<file path="config.mk">
export PLATFORM = sky130hd
export DESIGN_NAME = five_channel_prescaled_reload_timer_top
export DESIGN_NICKNAME = d
export VERILOG_FILES = /design/src/design/fcprt_pkg.sv /design/src/design/fcprt_channel.sv /design/src/design/five_channel_prescaled_reload_timer_top.sv
export SDC_FILE = /design/constraint.sdc
export NUM_CORES = 1
export LEC_CHECK = 0
export ABC_AREA = 1
export ABC_CLOCK_PERIOD_IN_PS = 4600
export BUFFER_PORTS_ARGS = -buffer_cell sky130_fd_sc_hd__buf_2
export CORE_MARGIN = 2
export CORE_UTILIZATION = 60
export DETAILED_ROUTE_END_ITERATION = 16
export PLACE_DENSITY_LB_ADDON = 0.12
export SYNTH_ARGS = -nofsm -noshare
export SYNTH_HDL_FRONTEND = slang
export SYNTH_SLANG_ARGS = --single-unit
</file>
<file path="constraint.sdc">
create_clock -name clk -period 4.6 [get_ports clk]
set_clock_uncertainty 0.15 [all_clocks]
set_input_delay 0.69 -clock clk [delete_from_list [all_inputs] [get_ports clk]]
set_output_delay 0.69 -clock clk [all_outputs]
set_load 0.01 [all_outputs]
</file>
<file path="src/design/fcprt_pkg.sv">
`default_nettype none

package fcprt_pkg;

  localparam int NTIMERS  = 5;
  localparam int NCOMPARE = 4;

  // bus access size that is accepted
  localparam logic [2:0] ACC_BYTES = 3'd4;

  // write masks for the config and control words
  localparam logic [23:0] CFG1_MASK = 24'hFF_FFFF;
  localparam logic [22:0] TCON_MASK = 23'h7F_FF1F;

  // largest div field whose limit 2 << div still fits in 8 bits
  localparam logic [3:0] DIV_MAX = 4'd6;

  // timers clocked by first-level prescaler A; the rest use prescaler B
  localparam logic [NTIMERS-1:0] GROUP_A = 5'h03;

  // control word bit positions per timer
  localparam logic [4:0] START_POS  [NTIMERS] = '{5'd0, 5'd8, 5'd12, 5'd16, 5'd20};
  localparam logic [4:0] MANUAL_POS [NTIMERS] = '{5'd1, 5'd9, 5'd13, 5'd17, 5'd21};
  localparam logic [4:0] RELOAD_POS [NTIMERS] = '{5'd3, 5'd11, 5'd15, 5'd19, 5'd22};

  // register word offsets
  localparam logic [4:0] ADDR_TCFG0  = 5'd0;
  localparam logic [4:0] ADDR_TCFG1  = 5'd1;
  localparam logic [4:0] ADDR_TCON   = 5'd2;
  localparam logic [4:0] ADDR_TCNTB0 = 5'd3;
  localparam logic [4:0] ADDR_TCMPB0 = 5'd4;
  localparam logic [4:0] ADDR_TCNTO0 = 5'd5;
  localparam logic [4:0] ADDR_TCNTB1 = 5'd6;
  localparam logic [4:0] ADDR_TCMPB1 = 5'd7;
  localparam logic [4:0] ADDR_TCNTO1 = 5'd8;
  localparam logic [4:0] ADDR_TCNTB2 = 5'd9;
  localparam logic [4:0] ADDR_TCMPB2 = 5'd10;
  localparam logic [4:0] ADDR_TCNTO2 = 5'd11;
  localparam logic [4:0] ADDR_TCNTB3 = 5'd12;
  localparam logic [4:0] ADDR_TCMPB3 = 5'd13;
  localparam logic [4:0] ADDR_TCNTO3 = 5'd14;
  localparam logic [4:0] ADDR_TCNTB4 = 5'd15;
  localparam logic [4:0] ADDR_TCNTO4 = 5'd16;

  typedef enum logic [1:0] {
    MODE_TICK  = 2'd0,
    MODE_READ  = 2'd1,
    MODE_WRITE = 2'd2
  } mode_t;

  typedef enum logic [2:0] {
    W_NONE,
    W_TCFG0,
    W_TCFG1,
    W_TCON,
    W_RELOAD,
    W_COMPARE,
    W_COUNT
  } word_kind_t;

  typedef struct packed {
    word_kind_t kind;
    logic [2:0] timer;
  } word_dec_t;

  typedef struct packed {
    logic [1:0]  mode;
    logic [4:0]  word_index;
    logic [2:0]  access_bytes;
    logic [31:0] write_data;
  } in_item_t;

  typedef struct packed {
    logic [31:0] read_data;
    logic        access_ok;
    logic [4:0]  timer_irq;
    logic [4:0]  dma_request;
  } out_item_t;

  // control bits seen by one timer channel
  typedef struct packed {
    logic start;
    logic manual;
    logic autoreload;
  } ch_ctl_t;

  // per-channel events on a divided tick
  typedef struct packed {
    logic clr_manual;
    logic clr_start;
    logic expire;
  } ch_evt_t;

  function automatic word_dec_t fcprt_decode(input logic [4:0] w);
    word_dec_t d;
    d.kind  = W_NONE;
    d.timer = 3'd0;
    unique case (w)
      ADDR_TCFG0:  d.kind = W_TCFG0;
      ADDR_TCFG1:  d.kind = W_TCFG1;
      ADDR_TCON:   d.kind = W_TCON;
      ADDR_TCNTB0: begin d.kind = W_RELOAD;  d.timer = 3'd0; end
      ADDR_TCMPB0: begin d.kind = W_COMPARE; d.timer = 3'd0; end
      ADDR_TCNTO0: begin d.kind = W_COUNT;   d.timer = 3'd0; end
      ADDR_TCNTB1: begin d.kind = W_RELOAD;  d.timer = 3'd1; end
      ADDR_TCMPB1: begin d.kind = W_COMPARE; d.timer = 3'd1; end
      ADDR_TCNTO1: begin d.kind = W_COUNT;   d.timer = 3'd1; end
      ADDR_TCNTB2: begin d.kind = W_RELOAD;  d.timer = 3'd2; end
      ADDR_TCMPB2: begin d.kind = W_COMPARE; d.timer = 3'd2; end
      ADDR_TCNTO2: begin d.kind = W_COUNT;   d.timer = 3'd2; end
      ADDR_TCNTB3: begin d.kind = W_RELOAD;  d.timer = 3'd3; end
      ADDR_TCMPB3: begin d.kind = W_COMPARE; d.timer = 3'd3; end
      ADDR_TCNTO3: begin d.kind = W_COUNT;   d.timer = 3'd3; end
      ADDR_TCNTB4: begin d.kind = W_RELOAD;  d.timer = 3'd4; end
      ADDR_TCNTO4: begin d.kind = W_COUNT;   d.timer = 3'd4; end
      default:     d.kind = W_NONE;
    endcase
    return d;
  endfunction

endpackage

`default_nettype wire

</file>
<file path="src/design/fcprt_channel.sv">
`default_nettype none

module fcprt_channel #(
  parameter int COUNTER_WIDTH = 16
) (
  input  logic                     clk,
  input  logic                     rst_n,
  input  logic                     tick_en,
  input  logic [3:0]               div,
  input  fcprt_pkg::ch_ctl_t       ctl,
  input  logic [COUNTER_WIDTH-1:0] reload_value,
  output logic [COUNTER_WIDTH-1:0] count,
  output fcprt_pkg::ch_evt_t       evt
);
  import fcprt_pkg::*;

  logic [7:0]               dcnt_r, dcnt_nxt;
  logic [COUNTER_WIDTH-1:0] count_r, count_nxt, cnt_pre;
  logic [7:0]               lim;
  logic                     lim_ok, fire;

  assign lim_ok  = (div <= DIV_MAX);
  assign lim     = 8'd2 << div[2:0];
  assign fire    = tick_en && lim_ok && (dcnt_r >= lim);
  // pending manual reload happens before the countdown step
  assign cnt_pre = ctl.manual ? reload_value : count_r;

  always_comb begin
    dcnt_nxt  = dcnt_r;
    count_nxt = count_r;
    evt       = '0;
    if (tick_en) begin
      if (fire) begin
        dcnt_nxt       = 8'd0;
        evt.clr_manual = ctl.manual;
        count_nxt      = cnt_pre;
        if (ctl.start) begin
          if (cnt_pre != '0) begin
            count_nxt = cnt_pre - COUNTER_WIDTH'(1);
          end else begin
            evt.expire = 1'b1;
            if (ctl.autoreload) begin
              count_nxt = reload_value;
            end else begin
              evt.clr_start = 1'b1;
            end
          end
        end
      end else begin
        dcnt_nxt = dcnt_r + 8'd1;
      end
    end
  end

  always_ff @(posedge clk) begin
    if (!rst_n) begin
      dcnt_r  <= 8'd0;
      count_r <= '0;
    end else begin
      dcnt_r  <= dcnt_nxt;
      count_r <= count_nxt;
    end
  end

  assign count = count_r;

endmodule

`default_nettype wire

</file>
<file path="src/design/five_channel_prescaled_reload_timer_top.sv">
// A result is registered in out_r, or in the skid if out_r is full and stalled.
// Throughput: one item (tick or bus access) per cycle unless the skid is full;
//   all state updates in the accepting cycle. A two-entry buffer (output
//   register plus skid) keeps in_ready high while one result awaits out_ready.
// Reset: synchronous, active-low rst_n clears the register map and counters and
//   empties the output buffer; all readable words read zero afterwards.
`default_nettype none

module five_channel_prescaled_reload_timer_top #(
  parameter int COUNTER_WIDTH = 16
) (
  input  logic                 clk,
  input  logic                 rst_n,
  input  logic                 in_valid,
  output logic                 in_ready,
  input  fcprt_pkg::in_item_t  in_data,
  output logic                 out_valid,
  input  logic                 out_ready,
  output fcprt_pkg::out_item_t out_data
);
  import fcprt_pkg::*;

  localparam int CW = COUNTER_WIDTH;

  // ---------------------------------------------------------------------------
  // Register map state
  // ---------------------------------------------------------------------------
  logic [7:0]    dead_zone_r;
  logic [7:0]    pa_lim_r, pb_lim_r;
  logic [7:0]    pa_cnt_r, pb_cnt_r;
  logic [23:0]   cfg1_r;
  logic [22:0]   tcon_r, tcon_nxt;
  logic [CW-1:0] reload_r  [NTIMERS];
  logic [CW-1:0] compare_r [NCOMPARE];

  // ---------------------------------------------------------------------------
  // Item decode
  // ---------------------------------------------------------------------------
  logic      in_xfer;
  logic      is_tick, is_rd, is_wr;
  logic      acc_ok, wr_en, tick_xfer;
  word_dec_t dec;

  assign in_xfer = in_valid && in_ready;
  assign dec     = fcprt_decode(in_data.word_index);
  assign is_tick = (in_data.mode == MODE_TICK);
  assign is_rd   = (in_data.mode == MODE_READ);
  assign is_wr   = (in_data.mode == MODE_WRITE);

  // bad size, unmapped word and writes to count words are rejected
  assign acc_ok = (is_rd || is_wr) && (in_data.access_bytes == ACC_BYTES) &&
                  (dec.kind != W_NONE) && !(is_wr && dec.kind == W_COUNT);
  assign wr_en     = in_xfer && is_wr && acc_ok;
  assign tick_xfer = in_xfer && is_tick;

  // ---------------------------------------------------------------------------
  // First-level prescalers: fire when count (before increment) >= limit
  // ---------------------------------------------------------------------------
  logic pa_fire, pb_fire;

  assign pa_fire = (pa_cnt_r >= pa_lim_r);
  assign pb_fire = (pb_cnt_r >= pb_lim_r);

  // ---------------------------------------------------------------------------
  // Timer channels
  // ---------------------------------------------------------------------------
  logic [NTIMERS-1:0] tick_en;
  ch_ctl_t            ctl     [NTIMERS];
  ch_evt_t            evt     [NTIMERS];
  logic [CW-1:0]      count_w [NTIMERS];
  logic [NTIMERS-1:0] irq, dma;
  logic [3:0]         dma_sel;

  assign dma_sel = cfg1_r[23:20];

  for (genvar t = 0; t < NTIMERS; t++) begin : g_ch
    assign tick_en[t] = tick_xfer && (GROUP_A[t] ? pa_fire : pb_fire);

    assign ctl[t].start      = tcon_r[START_POS[t]];
    assign ctl[t].manual     = tcon_r[MANUAL_POS[t]];
    assign ctl[t].autoreload = tcon_r[RELOAD_POS[t]];

    fcprt_channel #(
      .COUNTER_WIDTH(CW)
    ) u_ch (
      .clk          (clk),
      .rst_n        (rst_n),
      .tick_en      (tick_en[t]),
      .div          (cfg1_r[4*t +: 4]),
      .ctl          (ctl[t]),
      .reload_value (reload_r[t]),
      .count        (count_w[t]),
      .evt          (evt[t])
    );

    // DMA select value t+1 steers this timer's expiry to the DMA flag
    assign dma[t] = evt[t].expire && (dma_sel == 4'(t + 1));
    assign irq[t] = evt[t].expire && (dma_sel != 4'(t + 1));
  end

  // control word: bus write, or self-clearing of manual/start bits on a tick
  always_comb begin
    tcon_nxt = tcon_r;
    if (wr_en && dec.kind == W_TCON) begin
      tcon_nxt = in_data.write_data[22:0] & TCON_MASK;
    end
    for (int t = 0; t < NTIMERS; t++) begin
      if (evt[t].clr_manual) tcon_nxt[MANUAL_POS[t]] = 1'b0;
      if (evt[t].clr_start)  tcon_nxt[START_POS[t]]  = 1'b0;
    end
  end

  always_ff @(posedge clk) begin
    if (!rst_n) begin
      dead_zone_r <= 8'd0;
      pa_lim_r    <= 8'd0;
      pb_lim_r    <= 8'd0;
      pa_cnt_r    <= 8'd0;
      pb_cnt_r    <= 8'd0;
      cfg1_r      <= 24'd0;
      tcon_r      <= 23'd0;
      for (int t = 0; t < NTIMERS; t++) reload_r[t] <= '0;
      for (int c = 0; c < NCOMPARE; c++) compare_r[c] <= '0;
    end else begin
      tcon_r <= tcon_nxt;
      if (tick_xfer) begin
        pa_cnt_r <= pa_fire ? 8'd0 : pa_cnt_r + 8'd1;
        pb_cnt_r <= pb_fire ? 8'd0 : pb_cnt_r + 8'd1;
      end
      if (wr_en) begin
        case (dec.kind)
          W_TCFG0: begin
            dead_zone_r <= in_data.write_data[23:16];
            pb_lim_r    <= in_data.write_data[15:8];
            pa_lim_r    <= in_data.write_data[7:0];
          end
          W_TCFG1: cfg1_r <= in_data.write_data[23:0] & CFG1_MASK;
          W_RELOAD: begin
            for (int t = 0; t < NTIMERS; t++) begin
              if (dec.timer == 3'(t)) reload_r[t] <= in_data.write_data[CW-1:0];
            end
          end
          W_COMPARE: compare_r[dec.timer[1:0]] <= in_data.write_data[CW-1:0];
          default: ;
        endcase
      end
    end
  end

  // ---------------------------------------------------------------------------
  // Read mux and result
  // ---------------------------------------------------------------------------
  logic [31:0] rd_word;
  out_item_t   res;

  always_comb begin
    case (dec.kind)
      W_TCFG0:   rd_word = {8'd0, dead_zone_r, pb_lim_r, pa_lim_r};
      W_TCFG1:   rd_word = {8'd0, cfg1_r};
      W_TCON:    rd_word = {9'd0, tcon_r};
      W_RELOAD:  rd_word = 32'(reload_r[dec.timer]);
      W_COMPARE: rd_word = 32'(compare_r[dec.timer[1:0]]);
      W_COUNT:   rd_word = 32'(count_w[dec.timer]);
      default:   rd_word = 32'd0;
    endcase
  end

  // irq/dma bits can only be set on a tick, so access results carry zeros
  assign res.read_data   = (is_rd && acc_ok) ? rd_word : 32'd0;
  assign res.access_ok   = acc_ok;
  assign res.timer_irq   = irq;
  assign res.dma_request = dma;

  // ---------------------------------------------------------------------------
  // Output register plus skid stage
  // ---------------------------------------------------------------------------
  logic      out_valid_r, skid_valid_r;
  out_item_t out_r, skid_r;
  logic      pop;

  assign pop      = out_valid_r && out_ready;
  assign in_ready = !skid_valid_r;

  always_ff @(posedge clk) begin
    if (!rst_n) begin
      out_valid_r  <= 1'b0;
      skid_valid_r <= 1'b0;
    end else if (skid_valid_r) begin
      if (pop) begin
        out_r        <= skid_r;
        skid_valid_r <= 1'b0;
      end
    end else if (in_xfer) begin
      if (!out_valid_r || pop) begin
        out_r       <= res;
        out_valid_r <= 1'b1;
      end else begin
        skid_r       <= res;
        skid_valid_r <= 1'b1;
      end
    end else if (pop) begin
      out_valid_r <= 1'b0;
    end
  end

  assign out_valid = out_valid_r;
  assign out_data  = out_r;

endmodule

`default_nettype wire

</file>
==> metrics.cfg <==
[detailed_routing]
ant_nets = 0
first_iter_violations = 3565
wl_um = 90200
first_pass_iters = 7
drc = 0
dr_total_vias = 25500
avgRoutedWirePerCell_um = 21.7
post_drt_via_cell_ratio = 6.14

[cts]
cts_setup_buffers = 0
clockBufferDepth = 3
cts_tree = yes
clkLatencyLatePin_ns = 0.60
cts.root.buffer_cell = clkbuf_16
cts_inserted_buffers = 45
cts_max_level = 2
clkSinkCount = 420
postCtsHoldBufs = 0
clk_pin_slew_worst_paths_ns = 0.06
cts_resized = 0

[timing]
fin_crit_sh_pct = 82.4
fin_crit_ns = 3.79
relSlewSlack_pct = 28.7
tns_ns = 0
setup_slack_ns = 0.811
tightest_slew_ns = 1.07
hold_ws_ns = 0.218
hold_viol = 0
drv_slew = 0
fmax_ghz = 0.264
rsz0062_at_grt = no
finalSetupViolCount = 0

[global_route]
met2_usage_pct = 63.7
grt_pass1_vias = 23300
grt_remaining_overflow = 0
grt_pass1_wl_um = 136000
grtUsageMet1_pct = 53.4
grt_max_degree = 60
use_met3_pct = 7.41
track_usage_pct = 40.8
busiest_layer = met2
antenna_found_initial = 3

[die]
dieHeight_um = 208
core_sq_um = 41000
num_rows = 74
initial_core_util_pct = 61.1
dieArea_sq_um = 43400
die_x_um = 208
io_pins = 91

[synthesis]
yosysTopAreaCell = edfxtp_1
synth_area_leaders = edfxtp_1, dfxtp_1, nand2_1, o21ai_0, inv_1
ys_seq_area_share_pct = 42.1
synth.avg_cell_area_sq_um = 7.05
yosysTopAreaCellShare_pct = 25.6
syn_inst = 3556
synth-main-ff-cell = edfxtp_1
synth_warnings = 0
synthArstFlopShare_pct = 0
syn_area_sq_um = 25100
yosys_register_bits = 420
synth_cell_types = 48
synth_edf_count = 214

[setup_path]
path_class = flop to flop
cp_max_fo = 7
cp.required_ns = 4.90
arrival_ns = 4.09
critPathLaunchType = flop
endpoint_kind = flop

[placement]
placed_area_sq_um = 25900
dp_hpwl_um = 66600
gp_congestion = 1.02
io_buffers = 74
dp_cells = 4074
pre_cts_slack_ns = 0.594

[layout]
fill_cells = 3529
register_area_sq_um = 10600
layout.cells.non_filler = 4158
final_util_pct = 67.0
finish.instance_area_sq_um = 27500
num_antenna_cells = 0
areaGrowthSynthToFinish_pct = 9.67
fin_nets = 3706
drive_gt1_share_pct = 6.59
multi_input_area_sq_um = 12100

[power]
ir_drop_mv = 0.364
cellLeakagePower_nw = 12.0
power.total_mw = 8.55
power_density_nw_per_um2 = 311

[outcome]
status = complete, no violations

[min_path]
hp-class = primary input to flop

[run]
maxCapViolations = 0

## cells by family after synthesis
group           count (synthesis)  synth area share (%)
compound gates                685                  14.6
other cells                     1                0.0150
fa+ha+maj                      71                  3.54
flops                         420                  42.1
simple gates                 1708                  28.4
xor+xnor                       41                  1.43
buf+inv                       630                  9.90
## layout by cell type (no fill, tap or decap), types with 9 or more instances in the layout
cell type,synthesis,layout
o22ai_1,32,32
buf_2,33,73
xor2_1,30,30
ha_1,71,71
inv_1,460,459
nand3_1,290,290
nand3b_1,11,11
nor2_2,8,9
dfxtp_1,206,206
o21ai_0,360,356
clkbuf_8,0,12
o21ai_1,12,16
clkbuf_16,0,51
a31oi_1,14,14
xnor2_1,11,11
buf_4,12,61
nor2_1,364,362
nor3_1,39,37
clkbuf_1,99,10
edfxtp_1,214,214
nand4_1,56,56
a21oi_1,206,206
nand2_1,919,919
o211ai_1,34,34
## per-layer routing
metal  part of all wire (%)  wire [um]
met5                  0.055         50
met4                    6.4       5750
met3                     12      10400
met2                     44      40100
met1                     38      33900
## worst max-delay path: stages, from the launching register on
cell and delay (ns):
dfxtp_1 0.31, inv_1 0.08, ha_1 0.31, nand2_1 0.08, o2111ai_1 0.61, nand4_1 0.75, nand2_1 0.63, inv_1 0.44
nand3_1 0.16, o21ai_0 0.12
## where the power goes
part,total (mW),internal (mW),switching (mW)
combinational,0.670,0.164,0.506
sequential,4.04,3.99,0.0470
clock,3.84,2.26,1.58
## cells in the mapped netlist (4+ instances only)
| master | n |
|---|---|
| nand2_1 | 919 |
| inv_1 | 460 |
| nor2_1 | 364 |
| o21ai_0 | 360 |
| nand3_1 | 290 |
| edfxtp_1 | 214 |
| a21oi_1 | 206 |
| dfxtp_1 | 206 |
| clkbuf_1 | 99 |
| ha_1 | 71 |
| nand4_1 | 56 |
| nor3_1 | 39 |
| o211ai_1 | 34 |
| buf_2 | 33 |
| o22ai_1 | 32 |
| xor2_1 | 30 |
| a31oi_1 | 14 |
| buf_4 | 12 |
| o21ai_1 | 12 |
| nand3b_1 | 11 |
| xnor2_1 | 11 |
| buf_1 | 8 |
| clkinv_1 | 8 |
| nor2_2 | 8 |
| o2111ai_1 | 8 |
| inv_2 | 6 |
| a21boi_0 | 5 |
| buf_6 | 4 |
| o31ai_1 | 4 |
## state kept, by name (all words and copies together) (netlist names), 20 cells and up
signal,flops
compare_r,64
tcon_r,20
cfg1_r,24
skid_r,35
out_data,35
reload_r,80
g_ch.u_ch.dcnt_r,40
g_ch.u_ch.count,80
## area by class of cell
type / count / area share [%]
repair buffers: 135 / 3.07
inverters: 474 / 6.47
flip-flops and latches: 420 / 38.4
clock inverters: 11 / 0.328
clock buffers: 73 / 5.38
well taps: 532 / 2.42
multi-input cells: 2513 / 43.9
## path summary, 6_finish.rpt
kind	end	from	cells past startpoint	slack (ns)
setup / recovery	g_ch[3].u_ch.dcnt_r[1]	pb_lim_r[7]	9	0.81
hold / removal	dead_zone_r[7]	in_data[23]	3	0.22
setup reg to reg	g_ch[3].u_ch.dcnt_r[1]	pb_lim_r[7]	9	0.81
hold reg to reg	g_ch[1].u_ch.count[7]	g_ch[1].u_ch.count[7]	2	0.30
No activity file was read; power rests on OpenSTA's default activity.
